## src/rtl/calendar_clock_bcd_unit_macros.svh

```systemverilog
// Assertion macros shared by the calendar clock RTL.
// Each macro samples on posedge clk and is disabled while rst_n is low.
`ifndef CALENDAR_CLOCK_BCD_UNIT_MACROS_SVH
`define CALENDAR_CLOCK_BCD_UNIT_MACROS_SVH

`ifndef SYNTHESIS
`define CCBCD_ASSERT_ALWAYS(lbl, expr, msg) \
    lbl: assert property (@(posedge clk) disable iff (!rst_n) (expr)) else $error(msg);
`define CCBCD_ASSERT_IMPLIES(lbl, ante, cons, msg) \
    lbl: assert property (@(posedge clk) disable iff (!rst_n) (ante) |-> (cons)) else $error(msg);
`define CCBCD_ASSERT_NEXT(lbl, ante, cons, msg) \
    lbl: assert property (@(posedge clk) disable iff (!rst_n) (ante) |=> (cons)) else $error(msg);
`else
`define CCBCD_ASSERT_ALWAYS(lbl, expr, msg)
`define CCBCD_ASSERT_IMPLIES(lbl, ante, cons, msg)
`define CCBCD_ASSERT_NEXT(lbl, ante, cons, msg)
`endif

`endif

```

## src/rtl/ccbcd_pkg.sv

```systemverilog
// Package for the calendar clock: request and time types, codes, BCD helpers.
// No dependencies.
`timescale 1ns / 1ps

package ccbcd_pkg;

    localparam logic OP_TICK = 1'b0;
    localparam logic OP_LOAD = 1'b1;

    localparam logic [2:0] REG_TPS_ADDR = 3'd0;
    localparam logic [7:0] TPS_RESET    = 8'd4;

    localparam logic [13:0] YEAR_MAX   = 14'd9999;
    localparam logic [3:0]  MONTH_MAX  = 4'd12;
    localparam logic [4:0]  HOUR_MAX   = 5'd23;
    localparam logic [5:0]  MINSEC_MAX = 6'd59;

    // Load request after clamping; the year is split into its two halves.
    typedef struct packed {
        logic       opcode;
        logic [6:0] year_hi;
        logic [6:0] year_lo;
        logic [3:0] month;
        logic [4:0] day;
        logic [4:0] hour;
        logic [5:0] minute;
        logic [5:0] second;
    } ccbcd_load_t;

    // Date and time, packed BCD.
    typedef struct packed {
        logic [15:0] year;
        logic [7:0]  month;
        logic [7:0]  day;
        logic [7:0]  hour;
        logic [7:0]  minute;
        logic [7:0]  second;
    } ccbcd_time_t;

    // 0..99 to two BCD digits; tens = (v * 103) >> 10 is exact below 100.
    function automatic logic [7:0] bin_to_bcd2(input logic [6:0] v);
        logic [13:0] prod;
        logic [3:0]  tens;
        logic [6:0]  ones;
        prod = {7'b0, v} * 14'd103;
        tens = prod[13:10];
        ones = v - ({3'b0, tens} << 3) - ({3'b0, tens} << 1);
        return {tens, ones[3:0]};
    endfunction

    function automatic logic [7:0] bcd_inc2(input logic [7:0] b);
        logic [7:0] r;
        if (b[3:0] == 4'd9) begin
            r = {b[7:4] + 4'd1, 4'd0};
        end else begin
            r = {b[7:4], b[3:0] + 4'd1};
        end
        return r;
    endfunction

    function automatic logic [15:0] bcd_inc4(input logic [15:0] b);
        logic [15:0] r;
        logic        carry;
        r     = b;
        carry = 1'b1;
        for (int i = 0; i < 4; i++) begin
            if (carry) begin
                if (b[4*i +: 4] == 4'd9) begin
                    r[4*i +: 4] = 4'd0;
                end else begin
                    r[4*i +: 4] = b[4*i +: 4] + 4'd1;
                    carry       = 1'b0;
                end
            end
        end
        return r;
    endfunction

    // Two-digit BCD value divisible by 4: (2*tens + ones) mod 4 == 0.
    function automatic logic bcd2_div4(input logic [7:0] b);
        logic [1:0] s;
        s = b[1:0] + {b[4], 1'b0};
        return (s == 2'd0);
    endfunction

    function automatic logic is_leap(input logic [15:0] y);
        return ((y[7:0] != 8'h00) && bcd2_div4(y[7:0])) ||
               ((y[7:0] == 8'h00) && bcd2_div4(y[15:8]));
    endfunction

    function automatic logic [7:0] month_days(input logic [7:0] m, input logic leap);
        logic [7:0] d;
        case (m) inside
            8'h04, 8'h06, 8'h09, 8'h11: d = 8'h30;
            8'h02:                      d = leap ? 8'h29 : 8'h28;
            default:                    d = 8'h31;
        endcase
        return d;
    endfunction

endpackage

```

## src/rtl/ccbcd_load_prep.sv

```systemverilog
// Load request preparation: clamps each field into range, splits the year
// into hundreds and remainder. Uses ccbcd_pkg.
`timescale 1ns / 1ps

module ccbcd_load_prep
    import ccbcd_pkg::*;
(
    input  logic        opcode,
    input  logic [13:0] load_year,
    input  logic [3:0]  load_month,
    input  logic [4:0]  load_day,
    input  logic [4:0]  load_hour,
    input  logic [5:0]  load_minute,
    input  logic [5:0]  load_second,
    output ccbcd_load_t item
);

    logic [13:0] year_c;
    logic [26:0] year_prod;
    logic [6:0]  year_hi;
    logic [13:0] year_hund;
    logic [13:0] year_rem;

    assign year_c    = (load_year > YEAR_MAX) ? YEAR_MAX : load_year;
    // year / 100 as (year * 5243) >> 19, exact up to 9999
    assign year_prod = {13'b0, year_c} * 27'd5243;
    assign year_hi   = year_prod[25:19];
    assign year_hund = {7'b0, year_hi} * 14'd100;
    assign year_rem  = year_c - year_hund;

    always_comb
    begin
        item.opcode  = opcode;
        item.year_hi = year_hi;
        item.year_lo = year_rem[6:0];
        if (load_month == 4'd0) begin
            item.month = 4'd1;
        end else if (load_month > MONTH_MAX) begin
            item.month = MONTH_MAX;
        end else begin
            item.month = load_month;
        end
        item.day    = (load_day == 5'd0) ? 5'd1 : load_day;
        item.hour   = (load_hour > HOUR_MAX) ? HOUR_MAX : load_hour;
        item.minute = (load_minute > MINSEC_MAX) ? MINSEC_MAX : load_minute;
        item.second = (load_second > MINSEC_MAX) ? MINSEC_MAX : load_second;
    end

endmodule

```

## src/rtl/ccbcd_cfg_regs.sv

```systemverilog
// APB-style configuration register: ticks per second.
// Uses ccbcd_pkg.
`timescale 1ns / 1ps

module ccbcd_cfg_regs
    import ccbcd_pkg::*;
(
    input  logic        clk,
    input  logic        rst_n,
    input  logic        psel,
    input  logic        penable,
    input  logic        pwrite,
    input  logic [2:0]  paddr,
    input  logic [31:0] pwdata,
    output logic [31:0] prdata,
    output logic        pready,
    output logic [7:0]  tps
);

    logic [7:0] tps_reg;
    logic [7:0] tps_next;
    logic       hit;

    assign hit    = (paddr == REG_TPS_ADDR);
    assign pready = 1'b1;
    assign prdata = hit ? {24'b0, tps_reg} : 32'b0;
    assign tps    = tps_reg;

    always_comb
    begin
        tps_next = tps_reg;
        if (psel && penable && pwrite && hit) begin
            tps_next = pwdata[7:0];
        end
    end

    always_ff @(posedge clk or negedge rst_n)
    begin
        if (!rst_n) begin
            tps_reg <= TPS_RESET;
        end else begin
            tps_reg <= tps_next;
        end
    end

endmodule

```

## src/rtl/ccbcd_core.sv

```systemverilog
// Calendar core: prescaler, BCD time counters with Gregorian month lengths,
// and the result valid flag. Uses ccbcd_pkg and the assertion macros.
`timescale 1ns / 1ps
`include "calendar_clock_bcd_unit_macros.svh"

module ccbcd_core
    import ccbcd_pkg::*;
(
    input  logic        clk,
    input  logic        rst_n,
    input  logic [7:0]  tps,
    input  logic        item_valid,
    input  ccbcd_load_t item,
    input  logic        out_stall,
    output logic        hold,
    output logic        out_valid,
    output ccbcd_time_t out_time
);

    ccbcd_time_t cur_reg;
    ccbcd_time_t cur_next;
    ccbcd_time_t adv_time;
    ccbcd_time_t load_time;
    logic [7:0]  tick_count_reg;
    logic [7:0]  tick_count_next;
    logic        out_valid_reg;
    logic        out_valid_next;
    logic        fire;
    logic [7:0]  limit;
    logic [8:0]  tick_sum;
    logic        sec_done;

    // Result register full and not taken: freeze everything.
    assign hold      = out_valid_reg && out_stall;
    assign fire      = item_valid && !hold;
    assign out_valid = out_valid_reg;
    assign out_time  = cur_reg;

    assign limit    = (tps == 8'd0) ? 8'd1 : tps;
    assign tick_sum = {1'b0, tick_count_reg} + 9'd1;
    assign sec_done = (tick_sum >= {1'b0, limit});

    always_comb
    begin
        load_time.year   = {bin_to_bcd2(item.year_hi), bin_to_bcd2(item.year_lo)};
        load_time.month  = bin_to_bcd2({3'b0, item.month});
        load_time.day    = bin_to_bcd2({2'b0, item.day});
        load_time.hour   = bin_to_bcd2({2'b0, item.hour});
        load_time.minute = bin_to_bcd2({1'b0, item.minute});
        load_time.second = bin_to_bcd2({1'b0, item.second});
    end

    // One-second cascade.
    always_comb
    begin
        adv_time = cur_reg;
        if (cur_reg.second != 8'h59) begin
            adv_time.second = bcd_inc2(cur_reg.second);
        end else begin
            adv_time.second = 8'h00;
            if (cur_reg.minute != 8'h59) begin
                adv_time.minute = bcd_inc2(cur_reg.minute);
            end else begin
                adv_time.minute = 8'h00;
                if (cur_reg.hour != 8'h23) begin
                    adv_time.hour = bcd_inc2(cur_reg.hour);
                end else begin
                    adv_time.hour = 8'h00;
                    // packed BCD orders like binary; an overlong day falls to 1
                    if (cur_reg.day < month_days(cur_reg.month, is_leap(cur_reg.year))) begin
                        adv_time.day = bcd_inc2(cur_reg.day);
                    end else begin
                        adv_time.day = 8'h01;
                        if (cur_reg.month != 8'h12) begin
                            adv_time.month = bcd_inc2(cur_reg.month);
                        end else begin
                            adv_time.month = 8'h01;
                            adv_time.year  = (cur_reg.year == 16'h9999) ? 16'h0000
                                                                        : bcd_inc4(cur_reg.year);
                        end
                    end
                end
            end
        end
    end

    always_comb
    begin
        cur_next        = cur_reg;
        tick_count_next = tick_count_reg;
        out_valid_next  = hold;
        if (fire) begin
            if (item.opcode == OP_LOAD) begin
                cur_next        = load_time;
                tick_count_next = 8'd0;
                out_valid_next  = 1'b1;
            end else if (sec_done) begin
                cur_next        = adv_time;
                tick_count_next = 8'd0;
                out_valid_next  = 1'b1;
            end else begin
                tick_count_next = tick_sum[7:0];
            end
        end
    end

    always_ff @(posedge clk or negedge rst_n)
    begin
        if (!rst_n) begin
            cur_reg        <= '{year: 16'h0000, month: 8'h01, day: 8'h01,
                                hour: 8'h00, minute: 8'h00, second: 8'h00};
            tick_count_reg <= 8'd0;
            out_valid_reg  <= 1'b0;
        end else begin
            cur_reg        <= cur_next;
            tick_count_reg <= tick_count_next;
            out_valid_reg  <= out_valid_next;
        end
    end

    `CCBCD_ASSERT_ALWAYS(a_month_range, (cur_reg.month >= 8'h01) && (cur_reg.month <= 8'h12), "month out of range")
    `CCBCD_ASSERT_IMPLIES(a_day_nonzero, out_valid_reg, cur_reg.day != 8'h00, "day is zero")
    `CCBCD_ASSERT_NEXT(a_load_result, fire && (item.opcode == OP_LOAD), out_valid_reg, "load gave no result")
    `CCBCD_ASSERT_NEXT(a_hold_freeze, hold, $stable(cur_reg) && $stable(tick_count_reg), "state moved while held")

endmodule

```

## src/rtl/calendar_clock_bcd_unit.sv

```systemverilog
// Calendar clock top level: request register, load preparation, core, config port.
// Loads and ticks ending a second give results; other ticks step the prescaler.
// Throughput: one request per cycle; in_stall only while a result waits stalled.
// Reset (rst_n, async low): 0000-01-01 00:00:00, prescaler 0, 4 ticks per second.
// Each tick or load passes input register, one calendar update, result register.
`timescale 1ns / 1ps

module calendar_clock_bcd_unit
    import ccbcd_pkg::*;
(
    input  logic        clk,
    input  logic        rst_n,
    input  logic        psel,
    input  logic        penable,
    input  logic        pwrite,
    input  logic [2:0]  paddr,
    input  logic [31:0] pwdata,
    output logic [31:0] prdata,
    output logic        pready,
    input  logic        in_valid,
    output logic        in_stall,
    input  logic        opcode,
    input  logic [13:0] load_year,
    input  logic [3:0]  load_month,
    input  logic [4:0]  load_day,
    input  logic [4:0]  load_hour,
    input  logic [5:0]  load_minute,
    input  logic [5:0]  load_second,
    output logic        out_valid,
    input  logic        out_stall,
    output logic [15:0] bcd_year,
    output logic [7:0]  bcd_month,
    output logic [7:0]  bcd_day,
    output logic [7:0]  bcd_hour,
    output logic [7:0]  bcd_minute,
    output logic [7:0]  bcd_second
);

    ccbcd_load_t prep_item;
    ccbcd_load_t req_reg;
    ccbcd_load_t req_next;
    logic        req_valid_reg;
    logic        req_valid_next;
    logic        hold;
    logic [7:0]  tps;
    ccbcd_time_t out_time;

    ccbcd_cfg_regs u_cfg (
        .clk     (clk),
        .rst_n   (rst_n),
        .psel    (psel),
        .penable (penable),
        .pwrite  (pwrite),
        .paddr   (paddr),
        .pwdata  (pwdata),
        .prdata  (prdata),
        .pready  (pready),
        .tps     (tps)
    );

    ccbcd_load_prep u_prep (
        .opcode      (opcode),
        .load_year   (load_year),
        .load_month  (load_month),
        .load_day    (load_day),
        .load_hour   (load_hour),
        .load_minute (load_minute),
        .load_second (load_second),
        .item        (prep_item)
    );

    assign in_stall = hold;

    always_comb
    begin
        req_valid_next = req_valid_reg;
        req_next       = req_reg;
        if (!hold) begin
            req_valid_next = in_valid;
            if (in_valid) begin
                req_next = prep_item;
            end
        end
    end

    always_ff @(posedge clk or negedge rst_n)
    begin
        if (!rst_n) begin
            req_valid_reg <= 1'b0;
        end else begin
            req_valid_reg <= req_valid_next;
        end
    end

    always_ff @(posedge clk)
    begin
        req_reg <= req_next;
    end

    ccbcd_core u_core (
        .clk        (clk),
        .rst_n      (rst_n),
        .tps        (tps),
        .item_valid (req_valid_reg),
        .item       (req_reg),
        .out_stall  (out_stall),
        .hold       (hold),
        .out_valid  (out_valid),
        .out_time   (out_time)
    );

    assign bcd_year   = out_time.year;
    assign bcd_month  = out_time.month;
    assign bcd_day    = out_time.day;
    assign bcd_hour   = out_time.hour;
    assign bcd_minute = out_time.minute;
    assign bcd_second = out_time.second;

endmodule

```

## config.mk

```make
export PLATFORM = sky130hd
export DESIGN_NAME = calendar_clock_bcd_unit
export DESIGN_NICKNAME = d
export VERILOG_FILES = /design/src/rtl/ccbcd_pkg.sv /design/src/rtl/ccbcd_load_prep.sv /design/src/rtl/ccbcd_cfg_regs.sv /design/src/rtl/ccbcd_core.sv /design/src/rtl/calendar_clock_bcd_unit.sv
export VERILOG_INCLUDE_DIRS = /design/src /design/src/rtl
export SDC_FILE = /design/constraint.sdc
export NUM_CORES = 1
export LEC_CHECK = 0
export BUFFER_PORTS_ARGS = -buffer_cell sky130_fd_sc_hd__buf_2
export CAP_MARGIN = 20
export CORE_ASPECT_RATIO = 1.25
export CORE_MARGIN = 2
export CORE_UTILIZATION = 40
export DETAILED_ROUTE_END_ITERATION = 10
export GPL_ROUTABILITY_DRIVEN = 1
export SETUP_SLACK_MARGIN = 0.05
export SLEW_MARGIN = 15
export SYNTH_ARGS = -nofsm -noshare
export SYNTH_HDL_FRONTEND = slang
export SYNTH_SLANG_ARGS = --single-unit
export TNS_END_PERCENT = 1
```

## constraint.sdc

```tcl
create_clock -name clk -period 4.45 [get_ports clk]
set_clock_uncertainty 0.15 [all_clocks]
set_input_delay 0.89 -clock clk [delete_from_list [all_inputs] [get_ports clk]]
set_output_delay 0.89 -clock clk [all_outputs]
set_load 0.005 [all_outputs]
```

# After elaboration in Yosys (flattened, before gate mapping)
# Index checks and enable logic that the tools add are counted.
# totals
register_bits	115
out_inout_bits	91
input_bits	83
word_cells	203
# classes
n_lt_le_gt_ge	7
mux	60
n_addsub	32
reduce_logical	38
mul	9
n_bitwise	1
n_eq_ne	29
# ops
op	n
8-bit two-way mux	19
56-bit two-way mux	2
4-bit by 1-bit adder with 4-bit output (second input constant)	14
48-bit two-way mux	1
4-bit subtractor	11
40-bit two-way mux	1
4-bit == test (second input constant)	9
16-bit two-way mux	2
32-bit two-way mux	1
4-bit two-way mux	8
7-bit by 7-bit multiplier with 14-bit output (second input constant)	2
14-bit by 13-bit multiplier with 26-bit output (second input constant)	1
6-bit by 7-bit multiplier with 13-bit output (second input constant)	2
5-bit by 7-bit multiplier with 12-bit output (second input constant)	2
1-bit two-way mux	24
24-bit two-way mux	1
8-bit AND reduction	3
16-bit == test (second input constant)	1
8-bit by 3-bit == test with 1-bit output (second input constant)	2
8-bit zero test	2
8-bit by 7-bit != test with 1-bit output (second input constant)	2
3-bit != test (second input constant)	5
14-bit greater-than comparator (second input constant)	1
14-bit two-way mux	1
other kinds (37)	59

# Logic depth before layout (Yosys ltp)
# Gate-level depths: netlist of the first run.
# logic_depth
word_depth	36
ltp_mapped	30
mapped_depth_nobuf	28

# Modules after synthesis
# From an unflattened synthesis of the first run, not the netlist that was laid out.
# hier_totals
hier_cells	1551
hier_area_um2	14823.0
# by_module_without_submodules
module	area_each_um2	cells_each	instances	seq_area_each_um2
ccbcd_core	9122.5	1021	1	1629.1
ccbcd_load_prep	3796.1	432	1	0.0
calendar_clock_bcd_unit	1280.0	44	1	1256.2
ccbcd_cfg_regs	624.3	54	1	201.4

# Least setup slack after synthesis of the first run
# OpenSTA, ideal clock, no wires.
# synth_timing
path_type	input to register
startpoint	in load_year[6]
endpoint	reg req_reg[32] in the netlist's numbering, data pin
n_path_buf	3
required_time_ns	4.041
path_stages	26
arrival_ns	6.605
setup_ns	0.259
setup_slack_ns	-2.564
path_cell_list	clkbuf_1 > nor4_1 > o21ai_0 > nand2_1 > clkbuf_1 > clkbuf_1 > nand2_1 > ha_1 > a21o_1 > ha_1 > fa_1 > fa_1 > inv_1 > fa_1 > inv_1 > ha_1 > nand3_1 > o311ai_0 > a31oi_1 > xnor2_1 > ha_1 > xor2_1 > xnor2_1 > xnor2_1 > xnor2_1 > xnor2_1
# synth_lines
item	line	source
start: declaration	calendar_clock_bcd_unit.sv:23	input logic [13:0] load_year,
end signal: assignment	calendar_clock_bcd_unit.sv:97	req_reg <= req_next;
end: declaration	calendar_clock_bcd_unit.sv:40	ccbcd_load_t req_reg;

==> summary.txt, run 1 <==
Initial DRC Count -> 553
final setup vio count -> 15
status -> finished, violations left
Remaining Overflow, GRT -> 0
Sequential Power Share -> 0.114
worst-case clock buffer depth -> 2
Post-DP Area -> 17300 um^2
syn_area_per_cell -> 9.24 um^2
ant diodes -> 0
Post-synth EDFFs -> 41
Sw Share -> 0.437
M3 GR Usage -> 0.0254
CTS Hold Bufs -> 0
sequential share of the synthesized area -> 0.206
GR Layer Usage met2 -> 0.356
fin crit period -> 6.13 ns
Slew HR -> 0.330
reg2reg setup slack -> -0.66 ns
asr flop ratio synth -> 0.643
CP Max Fanout -> 4
Worst Hold Launch -> req_valid_reg
io pins -> 174
P_leak -> 9.34 nW
top_reg_cell synth -> dfrtp_1
initial antenna violation count -> 0
dpl hpwl -> 29.3 mm
Netlist cell types -> 75
Die X -> 177 um
Clock Tree Root -> clkbuf_16
largest family of logic cells by synthesized area -> adder cells
Worst path slowest cell -> fa_1
Num CTS Buffers -> 17
Post-Synth Adder-Cell Area -> 0.397
largest net degree at the start of global routing -> 75
Die Area -> 39000 um^2
number of global-route vias before repair -> 12206
Port Buffers -> 124
Fin. Hold Viols -> 0
most frequent cells in the layout -> 316 x ha_1, 249 x inv_1, 158 x buf_4
MaxCap Viol Count -> 0
worst setup margin -> -1.68 ns
worst r2r src -> req_reg[27]
Worst Path Arrival -> 6.17 ns
synthesized area -> 15000 um^2
final instance area -> 18200 um^2
# DRC -> 0
synth warn -> 0
Crit. End Element -> register
Gate Count Post-Synth -> 1620
number of H-tree levels -> 4
routability cong. -> 0.884
share of total power in combinational logic -> 0.794
fmax -> 163 MHz
via count -> 11875
failing checks -> negative setup slack
Synth Area in Compound Gates -> 0.118
Vias per Instance -> 4.99
busiest grt layer -> met2
layout net count -> 2383
mean routed wirelength per cell -> 14.7 um
simple-gate share of the synthesized area -> 0.124
most common cell after layout, fill and taps aside -> ha_1
height of the die -> 220 um
GRT Total Usage -> 0.185
xor-xnor portion of the synthesized cell area -> 0.0626
wire length of the first global-routing pass -> 57.7 mm
Clock Sinks -> 115
core box area -> 37100 um^2
layout cell share with drive strength beyond 1 -> 0.214
worst slew pin tran -> 1.01 ns
Levels on crit path -> 25
Initial Util -> 0.404
P&R area growth vs syn -> 21.3%
Startpoint Class -> input port
TNS Setup -> -14.68 ns
P_int -> 0.00870 W
WHS Endpoint -> req_valid_reg
Setup Crit Path Kind -> in -> reg
final total power -> 0.0154 W
CTS clk-pin slew, worst paths -> 0.06 ns
Min-Delay Path Class -> reg -> reg
GRT met1 Usage -> 0.204
multiplexer share of the synthesized area -> 0.00343
CTS tree -> yes
Critical Path RT -> 4.49 ns
slowest stage delay, CP -> 0.56 ns
#FFs+latches synth -> 115
worst vdd ir -> 0.734 mV
power per cell area -> 850 nW/um^2
ANT nets after route -> 0
Largest register FFs -> 56
row count -> 79
power share of the clock group -> 0.092
Crit path max-delay family -> adder cells
fillers -> 3496
Final period util -> 1.38
Slew Limit Fails -> 0
worst r2r path cells -> 20
reg2reg end -> u_core.out_time[43]
routed wire length -> 34.9 mm
RSZ-0062 raised after global routing -> true
worst skew pair latency -> 0.44 ns
number of detailed-route iterations in the first pass -> 5
Hold Path Cell Cnt -> 1
Bufs and invs on worst path -> 4
switching power -> 0.00675 W
[logic make-up after synthesis]
family,count (synthesis)
adders and majority gates,421
and+or+nand+nor,363
AOI/OAI and AO/OA,281
other,2
DFF,115
buffers and inverters,326
muxes,5
xor gates and xnor gates,107
[worst max path at each step]
stage,from,endpoint
final,load_year[6],req_reg[32]
after global routing,load_year[6],req_reg[32]
after CTS,load_year[6],req_reg[32]
after detailed placement,load_year[5],req_reg[32]
after global placement,load_year[5],req_reg[32]
after floorplan,load_year[6],req_reg[32]
[metrics by stage]
stage	setup WS, ns	util	hold WS [ns]	cells
finish	-1.68	0.490	0.354	2378
CTS	-1.62	0.487	0.356	2377
detailed placement	-2.22	0.467	0.339	2342
global placement	-2.08	0.467	0.332	2342
global route	-1.89	0.490	0.391	2378
floorplan	-2.00	-	0.313	1644
[worst register-to-register path: cells and delay by family, from the launching register on]
family	cells	cell delay, ns
buffers and inverters	2	0.11
DFF	1	0.46
and+or+nand+nor	4	0.64
AOI/OAI and AO/OA	5	0.83
adders and majority gates	6	2.29
xor gates and xnor gates	3	0.54
[cell usage after synthesis, types with 7 or more instances]
master | number | area (um^2)
fa_1 | 91 | 1820
nor2_1 | 80 | 300
a31oi_1 | 13 | 81.3
inv_1 | 256 | 961
o21bai_1 | 7 | 52.6
buf_4 | 25 | 188
ha_1 | 330 | 4130
dfrtp_1 | 71 | 1780
nor4_1 | 7 | 43.8
a211oi_1 | 12 | 90.1
nand2_1 | 105 | 394
or2_2 | 8 | 50.1
edfxtp_1 | 41 | 1230
xnor2_1 | 71 | 622
nor3_1 | 15 | 75.1
nor2b_1 | 10 | 62.6
and2_1 | 26 | 163
a21oi_1 | 72 | 360
nand3_1 | 36 | 180
a21o_1 | 15 | 113
nand2b_1 | 22 | 138
xor2_1 | 36 | 315
o211ai_1 | 11 | 82.6
clkbuf_1 | 39 | 146
and3_1 | 14 | 87.6
nand4_1 | 11 | 68.8
o21ai_0 | 84 | 420
[area by class of cell]
class	instances	area [um^2]	share of cell area
clock inverter	14	163	0.00895
multi-input combinational	1203	11000	0.607
tap	486	608	0.0335
inverter	256	961	0.0529
clock buffer	18	439	0.0242
timing repair buffer	286	1880	0.104
sequential	115	3090	0.170
[power by group through the flow]
stage / Combinational, W / Clock [W] / Sequential, W
5_1_grt: 0.0140 / 0.00150 / 0.00181
4_1_cts: 0.0119 / 0.00146 / 0.00176
6_report: 0.0123 / 0.00142 / 0.00176
3_5_place_dp: 0.0114 / 0 / 0.00178
2_1_floorplan: 0.00768 / 0 / 0.00173
3_3_place_gp: 0.0112 / 0 / 0.00177
[routing by layer]
| layer | routed length, um | share of wire |
|---|---|---|
| met5 | 0 | 0 |
| met4 | 903 | 0.026 |
| met3 | 1270 | 0.036 |
| met2 | 18600 | 0.53 |
| met1 | 14200 | 0.41 |
[what timing repair did]
action | CTS | global route
pin swaps | 16 | 6
endpoints found under the setup margin | 18 | 28
endpoints found under the hold margin | 0 | 0
resized for setup | 25 | 21
setup buffers | 3 | 1
Note: power is estimated with default switching activity, not from simulation.
==> inputs of run 2 (changes only) <==
CORE_UTILIZATION = 55   (was 40)
PLACE_DENSITY = 0.79   (was unset)
==> run 2 against run 1 <==
Compared with the run above: the run still ends with negative setup slack left; die area decreased by 27%; highest routed layer unchanged; global-route usage increased by 7.7 points; hold slack improved by 0.024 ns; clock-buffer cell count unchanged; utilization increased by 19 points; largest cell class unchanged; sequential share of layout area decreased by 0.076 points; non-clock buffer count increased by 1; routed wire length increased by 8.9%; clock power decreased by 6%.
==> summary.txt, run 2 (synthesis gave the netlist of run 1 again) <==
slowest stage delay, CP -> 0.54 ns (-0.02 ns)
Sequential Power Share -> 0.111 (-0.003)
Remaining Overflow, GRT -> 0 (unchanged)
share of total power in combinational logic -> 0.804 (+0.010)
MaxCap Viol Count -> 0 (unchanged)
power share of the clock group -> 0.085 (-0.007)
Startpoint Class -> input port
Sw Share -> 0.455 (+0.0181)
P_leak -> 9.37 nW (+0.25%)
largest net degree at the start of global routing -> 75 (unchanged)
# DRC -> 0 (unchanged)
CTS tree -> yes
Bufs and invs on worst path -> 6 (+2)
layout net count -> 2384 (+0.042%)
final setup vio count -> 16 (+1)
worst-case clock buffer depth -> 2 (unchanged)
final total power -> 0.0159 W (+2.9%)
Die Area -> 28600 um^2 (-27%)
met3 wire length -> 1.94 mm (+53%)
height of the die -> 188 um (-14%)
reg2reg setup slack -> -0.75 ns (-0.09 ns)
number of detailed-route iterations in the first pass -> 7 (+2)
core box area -> 26800 um^2 (-28%)
most frequent cells in the layout -> 302 x ha_1, 241 x inv_1, 158 x buf_4
status -> finished, violations left
worst setup margin -> -1.83 ns (-0.147 ns)
P&R area growth vs syn -> 21.9%
GRT Total Usage -> 0.262 (+0.0772)
Vias per Instance -> 5.63 (+13%)
Num CTS Buffers -> 17 (unchanged)
Crit. End Element -> register
dpl hpwl -> 29.1 mm (-0.47%)
CTS clk-pin slew, worst paths -> 0.06 ns (about the same)
Clock Sinks -> 115 (unchanged)
routability cong. -> 0.927 (+4.8%)
power per cell area -> 871 nW/um^2 (+2.4%)
Clock Tree Root -> clkbuf_16
worst skew pair latency -> 0.43 ns (about the same)
number of H-tree levels -> 4 (unchanged)
Worst path slowest cell -> fa_1
Initial DRC Count -> 579 (+4.7%)
worst vdd ir -> 0.591 mV (-19%)
Worst Path Arrival -> 6.31 ns (+0.14 ns)
routed wire length -> 38.0 mm (+8.9%)
length of routed met2 wiring -> 20.5 mm (+10%)
Slew HR -> 0.351 (+0.0216)
Initial Util -> 0.558 (+0.154)
Critical Path RT -> 4.48 ns (about the same)
switching power -> 0.00723 W (+7.2%)
ANT nets after route -> 0 (unchanged)
Port Buffers -> 124 (unchanged)
failing checks -> negative setup slack
wire length of the first global-routing pass -> 60.1 mm (+4.2%)
Final period util -> 1.41 (+0.0331)
layout cell share with drive strength beyond 1 -> 0.235 (+0.0210)
initial antenna violation count -> 0 (unchanged)
worst slew pin tran -> 0.973 ns (-0.0323 ns)
Die X -> 152 um (-14%)
number of global-route vias before repair -> 13230 (+8.4%)
Crit path max-delay family -> adder cells
Largest register FFs -> 56 (unchanged)
io pins -> 174 (unchanged)
Slew Limit Fails -> 0 (unchanged)
TNS Setup -> -16.91 ns (-2.23 ns)
routed length on met1 -> 13.8 mm (-3.1%)
most common cell after layout, fill and taps aside -> ha_1
fin crit period -> 6.28 ns (+0.147 ns)
ant diodes -> 0 (unchanged)
RSZ-0062 raised after global routing -> true
Fin. Hold Viols -> 0 (unchanged)
P_int -> 0.00866 W (-0.41%)
Min-Delay Path Class -> reg -> reg
highest metal used -> met4
Setup Crit Path Kind -> in -> reg
CP Max Fanout -> 5 (+1)
row count -> 67 (-15%)
mean routed wirelength per cell -> 17.0 um (+16%)
fmax -> 159 MHz (-2.3%)
via count -> 12591 (+6.0%)
==> run 2: changes by cell type in the layout (fill, tap and decap cells not counted), sizes merged <==
| cell | previous run | this run |
|---|---|---|
| bufinv | 3 | 1 |
| buf | 286 | 287 |
| inv | 256 | 258 |
==> run 2: power by group through the flow <==
stage	Sequential [W]	Combinational (W)	Clock, W
3_3_place_gp	0.00176	0.0109	0
4_1_cts	0.00176	0.0121	0.00136
3_5_place_dp	0.00178	0.0114	0
6_report	0.00177	0.0128	0.00134
5_1_grt	0.00180	0.0142	0.00140
2_1_floorplan	0.00173	0.00768	0
==> run 2: per-stage QoR <==
step	hold WS (ns)	util	setup WS (ns)	std cells	cell area, um^2
after floorplan	0.313	-	-2.00	1644	15300
after global placement	0.335	0.635	-2.05	2191	17000
after detailed placement	0.352	0.635	-2.20	2191	17000
after CTS	0.382	0.669	-1.61	2231	18000
after global routing	0.393	0.680	-2.09	2238	18300
final	0.378	0.680	-1.83	2238	18300
==> run 2: tightest hold or removal path: cells and delay by family (launching register included) <==
family	cells	cell delay, ns
and+or+nand+nor	1	0.08
DFF	1	0.36
AOI/OAI and AO/OA	1	0.05
==> run 2: final cells by class <==
type	count	area, um^2
Clock buffer	18	450
Tap cell	345	432
Clock inverter	14	130
Multi-Input combinational cell	1203	11200
Inverter	256	961
Timing Repair Buffer	287	1950
Fill cell	1965	8580
Sequential cell	115	3090
==> run 2: timing repair <==
action,4_1_cts,5_1_grt
resized for setup,49,52
hold endpoints to repair,0,0
pin swaps,43,39
endpoints found under the setup margin,22,28
cloned,2,0
setup buffers,6,6
hold buffers,0,0
==> run 2: worst paths after layout <==
path,from,end,cells after the start
setup / recovery,load_year[5],req_reg[32],28
hold reg to reg,u_core.out_time[30],u_core.out_time[30],2
setup reg to reg,req_reg[27],u_core.out_time[43],21
hold / removal,u_core.out_time[30],u_core.out_time[30],2
max in group asynchronous,rst_n,u_cfg.tps[6],1
min in group asynchronous,rst_n,u_core.out_time[4],1
==> run 2: layer usage <==
metal  track usage  vias to the layer above
met1         0.273                     6113
li1              -                     5963
met3        0.0414                      143
met5             0                        -
met2         0.499                      372
met4         0.126                        0
